--- src/rtl/sidsu_pkg.sv ---
`timescale 1ns / 1ps
// ----------------------------------------------------------------------------
// sidsu_pkg
// Shared types and constants of the sensor ID table supervision unit.
// ----------------------------------------------------------------------------
package sidsu_pkg;

   localparam int ENTRIES   = 16;
   localparam int ZONE_BASE = 3;
   localparam int SLOT_W    = (ENTRIES > 1) ? $clog2(ENTRIES) : 1;
   localparam int ID_W      = 48;
   localparam int ZONE_W    = 5;
   localparam int CNT_W     = 8;
   localparam int ADDR_W    = 3;
   localparam int DATA_W    = 32;

   localparam logic [SLOT_W-1:0] LAST_SLOT = SLOT_W'(ENTRIES - 1);

   typedef enum logic [2:0] {
      KIND_LOOKUP  = 3'd0,
      KIND_ADD     = 3'd1,
      KIND_DELETE  = 3'd2,
      KIND_TICK    = 3'd3,
      KIND_REPORT  = 3'd4,
      KIND_CHECKIN = 3'd5
   } kind_type;

   typedef enum logic [1:0] {
      EV_NONE  = 2'd0,
      EV_FAULT = 2'd1,
      EV_BATT  = 2'd2
   } event_type_type;

   typedef enum logic [0:0] {
      REG_LIMIT = 1'b0
   } reg_index_type;

   typedef enum logic [1:0] {
      ST_IDLE,
      ST_SCAN,
      ST_DONE
   } state_type;

   typedef struct packed {
      logic [2:0]      kind;
      logic [ID_W-1:0] device_id;
      logic [7:0]      zone_number;
      logic            battery_low;
   } req_type;

   typedef struct packed {
      logic              status;
      logic [ZONE_W-1:0] zone_out;
      logic [1:0]        event_type;
      logic              last;
   } rsp_type;

   typedef struct packed {
      logic [ID_W-1:0]  id;
      logic             low_batt;
      logic [CNT_W-1:0] count;
      logic             fault;
   } entry_type;

   // Read and write controls toward the entry table.
   typedef struct packed {
      logic              rd_en;
      logic [SLOT_W-1:0] rd_addr;
      logic              wr_en;
      logic [SLOT_W-1:0] wr_addr;
      entry_type         wr_data;
   } table_ctl_type;

endpackage

--- src/rtl/sensor_id_table_supervision_unit.sv ---
`timescale 1ns / 1ps
// ----------------------------------------------------------------------------
// sensor_id_table_supervision_unit
// Table of sensor IDs with lookup, add, delete, supervision tick, fault
// report and check-in. Entries live in a memory with registered read data,
// scanned one slot per cycle unless held; occupancy bits live in flip-flops.
//
//   channel  ports                         direction  payload
//   req      req_valid/req_stall/req_data  in         req_type
//   rsp      rsp_valid/rsp_stall/rsp_data  out        rsp_type
//   csr      psel/penable/pwrite/paddr...  in/out     supervision_limit
//
// Add, delete and unknown kinds pass from the transfer through the done
// state into the output register. Lookup, check-in, tick and report scan
// the memory one slot per cycle unless stalled, stopping early when a
// lookup or check-in matches; a report visits an occupied slot with a fault
// mark twice. The single read port sets this rate. Results stall the scan
// only when a new result meets a full pending result and a stalled output
// register. Reset empties the table at once.
// ----------------------------------------------------------------------------
module sensor_id_table_supervision_unit
   import sidsu_pkg::*;
(
   input  logic              clock,
   input  logic              reset,
   input  logic              req_valid,
   output logic              req_stall,
   input  req_type           req_data,
   output logic              rsp_valid,
   input  logic              rsp_stall,
   output rsp_type           rsp_data,
   input  logic              psel,
   input  logic              penable,
   input  logic              pwrite,
   input  logic [ADDR_W-1:0] paddr,
   input  logic [DATA_W-1:0] pwdata,
   output logic [DATA_W-1:0] prdata,
   output logic              pready
);

   state_type         state_ff, state_in;
   logic [SLOT_W-1:0] cur_ff, cur_in;
   logic              phase_ff, phase_in;
   logic [2:0]        kind_ff, kind_in;
   logic [ID_W-1:0]   id_ff, id_in;
   logic              batt_ff, batt_in;
   logic [ENTRIES-1:0] valid_ff, valid_in;
   logic              pend_valid_ff, pend_valid_in;
   rsp_type           pend_ff, pend_in;
   logic              dflt_status_ff, dflt_status_in;
   logic              rsp_valid_ff, rsp_valid_in;
   rsp_type           rsp_data_ff, rsp_data_in;
   logic [CNT_W-1:0]  limit_ff, limit_in;

   table_ctl_type     tctl;
   entry_type         rd_entry;

   logic              accept;
   logic              out_free;
   logic              out_push;
   rsp_type           out_data;

   logic              cur_valid;
   logic              id_match;
   logic              tick_go;
   logic              tick_reach;
   logic [CNT_W-1:0]  cnt_next;
   logic [ZONE_W-1:0] cur_zone;
   logic              emit;
   logic [1:0]        emit_ev;
   logic              stop;
   logic              hold_slot;
   logic              blocked;
   logic              step;
   logic              advance;
   logic              scan_end;

   logic              free_any;
   logic [SLOT_W-1:0] free_slot;
   logic              del_ok;
   logic [SLOT_W-1:0] del_slot;
   logic              csr_wr;

   sidsu_table u_table (
      .clock   (clock),
      .ctl     (tctl),
      .rd_data (rd_entry)
   );

   assign req_stall = (state_ff != ST_IDLE);
   assign accept    = req_valid && !req_stall;
   assign out_free  = !rsp_valid_ff || !rsp_stall;
   assign rsp_valid = rsp_valid_ff;
   assign rsp_data  = rsp_data_ff;

   // Configuration port
   assign pready = 1'b1;
   assign csr_wr = psel && penable && pwrite && pready;

   always_comb begin
      limit_in = limit_ff;
      if (csr_wr && (paddr[ADDR_W-1] == REG_LIMIT)) begin
         limit_in = pwdata[CNT_W-1:0];
      end
   end

   always_comb begin
      prdata = '0;
      if (paddr[ADDR_W-1] == REG_LIMIT) begin
         prdata = DATA_W'(limit_ff);
      end
   end

   // First free slot and delete decode
   always_comb begin
      free_any  = 1'b0;
      free_slot = '0;
      for (int s = ENTRIES - 1; s >= 0; s--) begin
         if (!valid_ff[s]) begin
            free_any  = 1'b1;
            free_slot = SLOT_W'(s);
         end
      end
   end

   assign del_ok   = (req_data.zone_number >= 8'(ZONE_BASE)) &&
                     (req_data.zone_number < 8'(ZONE_BASE + ENTRIES));
   assign del_slot = SLOT_W'(req_data.zone_number - 8'(ZONE_BASE));

   // Per-slot evaluation during a scan
   assign cur_valid  = valid_ff[cur_ff];
   assign id_match   = cur_valid && (rd_entry.id == id_ff);
   assign cnt_next   = rd_entry.count + CNT_W'(1);
   assign tick_go    = cur_valid && (rd_entry.count < limit_ff);
   assign tick_reach = tick_go && (cnt_next >= limit_ff);
   assign cur_zone   = ZONE_W'(cur_ff) + ZONE_W'(ZONE_BASE);

   always_comb begin
      emit      = 1'b0;
      emit_ev   = EV_NONE;
      stop      = 1'b0;
      hold_slot = 1'b0;
      case (kind_ff)
         KIND_LOOKUP, KIND_CHECKIN: begin
            emit = id_match;
            stop = id_match;
         end
         KIND_TICK: begin
            emit    = tick_reach;
            emit_ev = EV_FAULT;
         end
         KIND_REPORT: begin
            if (!phase_ff) begin
               emit      = cur_valid && rd_entry.low_batt;
               emit_ev   = EV_BATT;
               hold_slot = cur_valid && rd_entry.fault;
            end else begin
               emit    = 1'b1;
               emit_ev = EV_FAULT;
            end
         end
         default: begin
         end
      endcase
   end

   assign blocked  = emit && pend_valid_ff && !out_free;
   assign step     = (state_ff == ST_SCAN) && !blocked;
   assign advance  = step && !stop && !hold_slot;
   assign scan_end = step && (stop || (advance && (cur_ff == LAST_SLOT)));

   // Next state
   always_comb begin
      state_in = state_ff;
      unique case (state_ff)
         ST_IDLE: begin
            if (accept) begin
               if (req_data.kind == KIND_LOOKUP || req_data.kind == KIND_CHECKIN ||
                   req_data.kind == KIND_TICK || req_data.kind == KIND_REPORT) begin
                  state_in = ST_SCAN;
               end else begin
                  state_in = ST_DONE;
               end
            end
         end
         ST_SCAN: begin
            if (scan_end) begin
               state_in = ST_DONE;
            end
         end
         ST_DONE: begin
            if (out_free) begin
               state_in = ST_IDLE;
            end
         end
         default: state_in = ST_IDLE;
      endcase
   end

   // Outputs and datapath
   always_comb begin
      cur_in         = cur_ff;
      phase_in       = phase_ff;
      kind_in        = kind_ff;
      id_in          = id_ff;
      batt_in        = batt_ff;
      valid_in       = valid_ff;
      pend_valid_in  = pend_valid_ff;
      pend_in        = pend_ff;
      dflt_status_in = dflt_status_ff;
      tctl           = '0;
      out_push       = 1'b0;
      out_data       = '0;

      unique case (state_ff)
         ST_IDLE: begin
            if (accept) begin
               kind_in        = req_data.kind;
               id_in          = req_data.device_id;
               batt_in        = req_data.battery_low;
               cur_in         = '0;
               phase_in       = 1'b0;
               pend_valid_in  = 1'b0;
               dflt_status_in = 1'b0;
               case (req_data.kind)
                  KIND_LOOKUP, KIND_CHECKIN: begin
                     tctl.rd_en     = 1'b1;
                     dflt_status_in = 1'b1;
                  end
                  KIND_TICK, KIND_REPORT: begin
                     tctl.rd_en = 1'b1;
                  end
                  KIND_ADD: begin
                     dflt_status_in = 1'b1;
                     if (free_any) begin
                        tctl.wr_en        = 1'b1;
                        tctl.wr_addr      = free_slot;
                        tctl.wr_data      = '0;
                        tctl.wr_data.id   = req_data.device_id;
                        valid_in[free_slot] = 1'b1;
                        pend_valid_in     = 1'b1;
                        pend_in           = '0;
                        pend_in.zone_out  = ZONE_W'(free_slot) + ZONE_W'(ZONE_BASE);
                     end
                  end
                  KIND_DELETE: begin
                     dflt_status_in = 1'b1;
                     if (del_ok) begin
                        valid_in[del_slot] = 1'b0;
                        pend_valid_in      = 1'b1;
                        pend_in            = '0;
                        pend_in.zone_out   = req_data.zone_number[ZONE_W-1:0];
                     end
                  end
                  default: begin
                     dflt_status_in = 1'b1;
                  end
               endcase
            end
         end
         ST_SCAN: begin
            if (step) begin
               if (emit) begin
                  // Push the older result out, keep the new one pending.
                  if (pend_valid_ff) begin
                     out_push      = 1'b1;
                     out_data      = pend_ff;
                     out_data.last = 1'b0;
                  end
                  pend_valid_in      = 1'b1;
                  pend_in            = '0;
                  pend_in.zone_out   = cur_zone;
                  pend_in.event_type = emit_ev;
               end
               if (kind_ff == KIND_CHECKIN && id_match) begin
                  tctl.wr_en            = 1'b1;
                  tctl.wr_addr          = cur_ff;
                  tctl.wr_data          = '0;
                  tctl.wr_data.id       = id_ff;
                  tctl.wr_data.low_batt = batt_ff;
               end
               if (kind_ff == KIND_TICK && tick_go) begin
                  tctl.wr_en         = 1'b1;
                  tctl.wr_addr       = cur_ff;
                  tctl.wr_data       = rd_entry;
                  tctl.wr_data.count = cnt_next;
                  tctl.wr_data.fault = rd_entry.fault || tick_reach;
               end
               if (hold_slot) begin
                  phase_in = 1'b1;
               end
               if (advance) begin
                  phase_in = 1'b0;
                  if (cur_ff != LAST_SLOT) begin
                     cur_in       = cur_ff + SLOT_W'(1);
                     tctl.rd_en   = 1'b1;
                     tctl.rd_addr = cur_ff + SLOT_W'(1);
                  end
               end
            end
         end
         ST_DONE: begin
            if (out_free) begin
               out_push = 1'b1;
               if (pend_valid_ff) begin
                  out_data = pend_ff;
               end else begin
                  out_data        = '0;
                  out_data.status = dflt_status_ff;
               end
               out_data.last = 1'b1;
               pend_valid_in = 1'b0;
            end
         end
         default: begin
         end
      endcase
   end

   always_comb begin
      rsp_valid_in = rsp_valid_ff;
      rsp_data_in  = rsp_data_ff;
      if (out_push) begin
         rsp_valid_in = 1'b1;
         rsp_data_in  = out_data;
      end else if (!rsp_stall) begin
         rsp_valid_in = 1'b0;
      end
   end

   always_ff @(posedge clock) begin
      if (reset) begin
         state_ff      <= ST_IDLE;
         valid_ff      <= '0;
         pend_valid_ff <= 1'b0;
         rsp_valid_ff  <= 1'b0;
         limit_ff      <= CNT_W'(84);
         phase_ff      <= 1'b0;
      end else begin
         state_ff      <= state_in;
         valid_ff      <= valid_in;
         pend_valid_ff <= pend_valid_in;
         rsp_valid_ff  <= rsp_valid_in;
         limit_ff      <= limit_in;
         phase_ff      <= phase_in;
      end
   end

   always_ff @(posedge clock) begin
      cur_ff         <= cur_in;
      kind_ff        <= kind_in;
      id_ff          <= id_in;
      batt_ff        <= batt_in;
      pend_ff        <= pend_in;
      dflt_status_ff <= dflt_status_in;
      rsp_data_ff    <= rsp_data_in;
   end

   // Checks
   a_idle_no_pend: assert property (@(posedge clock) disable iff (reset)
      (state_ff == ST_IDLE) |-> !pend_valid_ff)
      else $error("pending result left over in idle");

   a_done_last: assert property (@(posedge clock) disable iff (reset)
      (state_ff == ST_DONE && out_free) |=> (rsp_valid_ff && rsp_data_ff.last))
      else $error("closing result not marked last");

   a_mid_push_scan: assert property (@(posedge clock) disable iff (reset)
      (out_push && !out_data.last) |-> (state_ff == ST_SCAN))
      else $error("intermediate result outside a scan");

   a_no_write_blocked: assert property (@(posedge clock) disable iff (reset)
      (state_ff == ST_SCAN && blocked) |-> (!tctl.wr_en && !tctl.rd_en))
      else $error("table access while result path is blocked");

endmodule

--- src/rtl/sidsu_table.sv ---
`timescale 1ns / 1ps
// ----------------------------------------------------------------------------
// sidsu_table
// Entry memory: one write port, one read port, registered read data.
// ----------------------------------------------------------------------------
module sidsu_table
   import sidsu_pkg::*;
(
   input  logic          clock,
   input  table_ctl_type ctl,
   output entry_type     rd_data
);

   entry_type mem [ENTRIES];
   entry_type rd_data_ff;

   always_ff @(posedge clock) begin
      if (ctl.wr_en) begin
         mem[ctl.wr_addr] <= ctl.wr_data;
      end
   end

   // Hold read data when no read is issued.
   always_ff @(posedge clock) begin
      if (ctl.rd_en) begin
         rd_data_ff <= mem[ctl.rd_addr];
      end
   end

   assign rd_data = rd_data_ff;

endmodule
--- config.mk ---
export PLATFORM = sky130hd
export DESIGN_NAME = sensor_id_table_supervision_unit
export DESIGN_NICKNAME = d
export VERILOG_FILES = /design/src/rtl/sidsu_pkg.sv /design/src/rtl/sensor_id_table_supervision_unit.sv /design/src/rtl/sidsu_table.sv
export SDC_FILE = /design/constraint.sdc
export NUM_CORES = 2
export LEC_CHECK = 0
export BUFFER_PORTS_ARGS = -buffer_cell sky130_fd_sc_hd__buf_2
export CORE_UTILIZATION = 40
export CTS_BUF_LIST = sky130_fd_sc_hd__clkbuf_2
export CTS_CLUSTER_SIZE = 28
export DETAILED_ROUTE_END_ITERATION = 10
export HOLD_SLACK_MARGIN = 0.08
export PLACE_DENSITY_LB_ADDON = 0.1
export RECOVER_POWER = 50
export SYNTH_ARGS = -nofsm -noshare
export SYNTH_HDL_FRONTEND = slang
export SYNTH_SLANG_ARGS = --single-unit
--- constraint.sdc ---
create_clock -name clock -period 7.7 [get_ports clock]
set_input_delay 0 -clock clock [delete_from_list [all_inputs] [get_ports clock]]
set_output_delay 0 -clock clock [all_outputs]
set_load 0.01 [all_outputs]
==> flow_summary.toml <==
[run_status]
status = "finished, violations left"
violations = "max-capacitance violations, max-slew violations"

[critical_path]
max_stage_delay_ns = 2.19
slowest_stage = "nor2_1"
cp-end-kind = "flip-flop"
cp_num_buf_inv = 4
crit_path_cell_trace = "inv_1 -> ha_1 -> clkbuf_1 -> inv_1 -> nor2_1 -> nand2_1 -> nor3_4 -> buf_4 -> o21ai_0 -> o311a_1 -> a31o_1"
critPathLaunchType = "flip-flop"
setup.worst_path.class = "reg2reg"
crit_arrival_ns = 8.01
crit_top_cell = "inv_1"
crit_family = "simple AND/OR/NAND/NOR gates"
cp_max_fo = 46
required_ns = 8.85

[die]
die_w_microns = 333
io_pins = 146
rows = 121
die_y_microns = 333
coreArea_sq_um = 109000
start_util_pct = 40.4
dieArea_sq_um = 111000

[power]
p_per_area_nw_per_um2 = 227
p_int_uw = 8380
p_sw_uw = 3120
ir_drop_mv = 0.110
p_clk_share_pct = 33.4
p_seq_share_pct = 57.5
p_leak_uw = 0.0169
comb_power_share_pct = 9.2
switching_share_pct = 27.1

[finish]
final_core_util_pct = 46.5
fin_nets = 3511
stdcell_count = 4991
area_growth_pct = 15.1
drive_above_1_share_pct = 16.2
fill_cells = 9643

[sta]
tightest_slew_ns = 4.10
finalCritPeriodShare_pct = 89.0
hold_viol = 0
rsz0062_at_grt = "false"
slew_headroom_pct = -173
fin_hold_ws_ns = 0.280
drv_slew = 385
setup_viol = 0
max_freq_mhz = 146
layout_min_cycle_time_ns = 6.86
tns_ns = 0
skew_ns = 0.144

[routing]
avgViaCountPerCell = 5.88
antenna_left = 0
wirelength_mm = 137
firstDrtPassIters = 5
avgRoutedWirePerCell_microns = 27.5
remaining_drc_errors = 0
drtIter0Drc = 2681
vias = 29370

[synthesis]
async_flop_share_pct = 0
synth_area_sq_um = 43900
synth_ff_type = "edfxtp_1"
synthTopCellsByArea = "edfxtp_1 (72%), o22ai_1 (5.0%), a22o_1 (2.3%)"
synth_common_cells = "edfxtp_1 (1059), o22ai_1 (348), clkbuf_1 (183)"
syn_avg_cell_area_sq_um = 15.0
ys_types = 70
yosys_warnings = 0
yosys.area.top_type = "edfxtp_1"
netlist.area_leader.share_pct = 72.4
ys_seq_area_share_pct = 73.7
ys_seq_elements = 1088
syn-instance-count = 2929
synth-edff-count = 1059
yosysMostFrequentCell = "edfxtp_1"

[clock_network]
clk_latency_ns = 1.53
clock-sinks = 1088
cts_tree = "built"
clock_path_buffers = 4
htreeDepth = 5
numCtsBuffers = 298
clkTransAtPathRegs_ns = 0.10
root_buffer = "clkbuf_2"

[global_routing]
grt_pass1_wl_mm = 198
grt.total_usage_pct = 24.3
grt_max_degree = 161
grt_pass1_vias = 30011
grt_remaining_overflow = 0
antenna_found_initial = 3

[run]
max-cap-violations = 11

[placement]
dp.cells = 4265
dp_hpwl_mm = 64.1
io_buffer_count = 94
routabilityCongestion = 0.804

[hold_path]
hp-class = "in2reg"
==> sequential cells by signal, indices dropped and copies added, names as in the netlist <==
register / cells
pend_ff: 7
kind_ff: 3
cur_ff: 4
phase_ff: 1
u_table.rd_data: 58
id_ff: 48
valid_ff: 16
u_table.mem: 928
pend_valid_ff: 1
rsp_valid: 1
limit_ff: 8
batt_ff: 1
rsp_data: 9
state_ff: 2
dflt_status_ff: 1
==> tightest hold or removal path, stage by stage <==
cell	delay (ns)
dlygate4sd3_1	0.53
buf_2	0.10
dlygate4sd3_1	0.70
a211oi_1	0.12
a21oi_1	0.11
==> per-stage QoR <==
stage | setup WS [ns] | cell area [sq um] | power (uW)
floorplan | 1.43 | 44000 | 7320
global placement | 1.66 | 46000 | 7690
detailed placement | 1.56 | 46000 | 7710
CTS | 1.46 | 50700 | 11600
global route | 0.584 | 50600 | 12000
finish | 0.844 | 50600 | 11500
==> power groups by stage <==
stage	registers, uW	clock network (uW)	logic [uW]
after CTS	6610	3950	1050
after global placement	6740	0	954
after detailed placement	6740	0	964
final	6610	3840	1060
after floorplan	6720	0	599
after global routing	6620	4240	1120
==> placed cells by master, fill, tap and decap left out, types with 27 or more instances in the layout <==
master	instances
a21oi_1	150
and2_1	114
clkbuf_1	57
edfxtp_1	1059
dlygate4sd3_1	230
clkinv_1	44
nor2_1	48
nand2_1	139
buf_4	30
buf_2	41
ha_1	27
o21ai_0	141
a22oi_1	50
clkbuf_2	426
dfxtp_1	29
a22o_1	116
o22ai_1	348
a31o_1	48
o311a_1	57
xnor2_1	55
a221o_1	57
==> worst paths after layout <==
path | end | cells past startpoint | startpoint | slack, ns
min reg2reg | rsp_data[5] | 1 | pend_ff[5] | 0.53
max | u_table.rd_data[0] | 11 | state_ff[1] | 0.84
max reg2reg | u_table.rd_data[0] | 11 | state_ff[1] | 0.84
min | pend_ff[5] | 5 | req_data[3] | 0.28
==> logic make-up after synthesis <==
group | after synthesis | synth area share (%)
AOI/OAI and AO/OA | 1036 | 16.3
xor gates and xnor gates | 63 | 1.26
adders and majority gates | 27 | 0.769
buffers and inverters | 275 | 2.67
DFF | 1088 | 73.7
muxes | 7 | 0.302
other | 2 | 0.0171
and+or+nand+nor | 431 | 5.03
==> timing repair <==
action                     CTS  global route
resized for setup            0             0
hold endpoints to repair  1393             0
hold buffers               230             0
setup buffers                0             0
==> routing by layer <==
layer	vias to the layer above	share of wire [%]	wire length (microns)	GRT usage (%)
met5	-	0.0088	12	0
met4	2	2.7	3740	8.95
met3	278	7.0	9550	4.41
met2	1253	46	62800	37.8
met1	15000	45	61100	34.1
li1	12837	-	-	-
==> area by class of cell <==
| type | instances | area [sq um] | area share (%) |
|---|---|---|---|
| Multi-Input combinational cell | 1589 | 10600 | 21.0 |
| Clock inverter | 68 | 298 | 0.589 |
| Sequential cell | 1088 | 32400 | 64.0 |
| Timing Repair Buffer | 379 | 3290 | 6.51 |
| Clock buffer | 421 | 2110 | 4.16 |
| Inverter | 26 | 98.8 | 0.195 |
| Tap cell | 1414 | 1770 | 3.50 |
| Antenna cell | 6 | 15.0 | 0.0297 |
No activity file was read; power rests on OpenSTA's default activity.
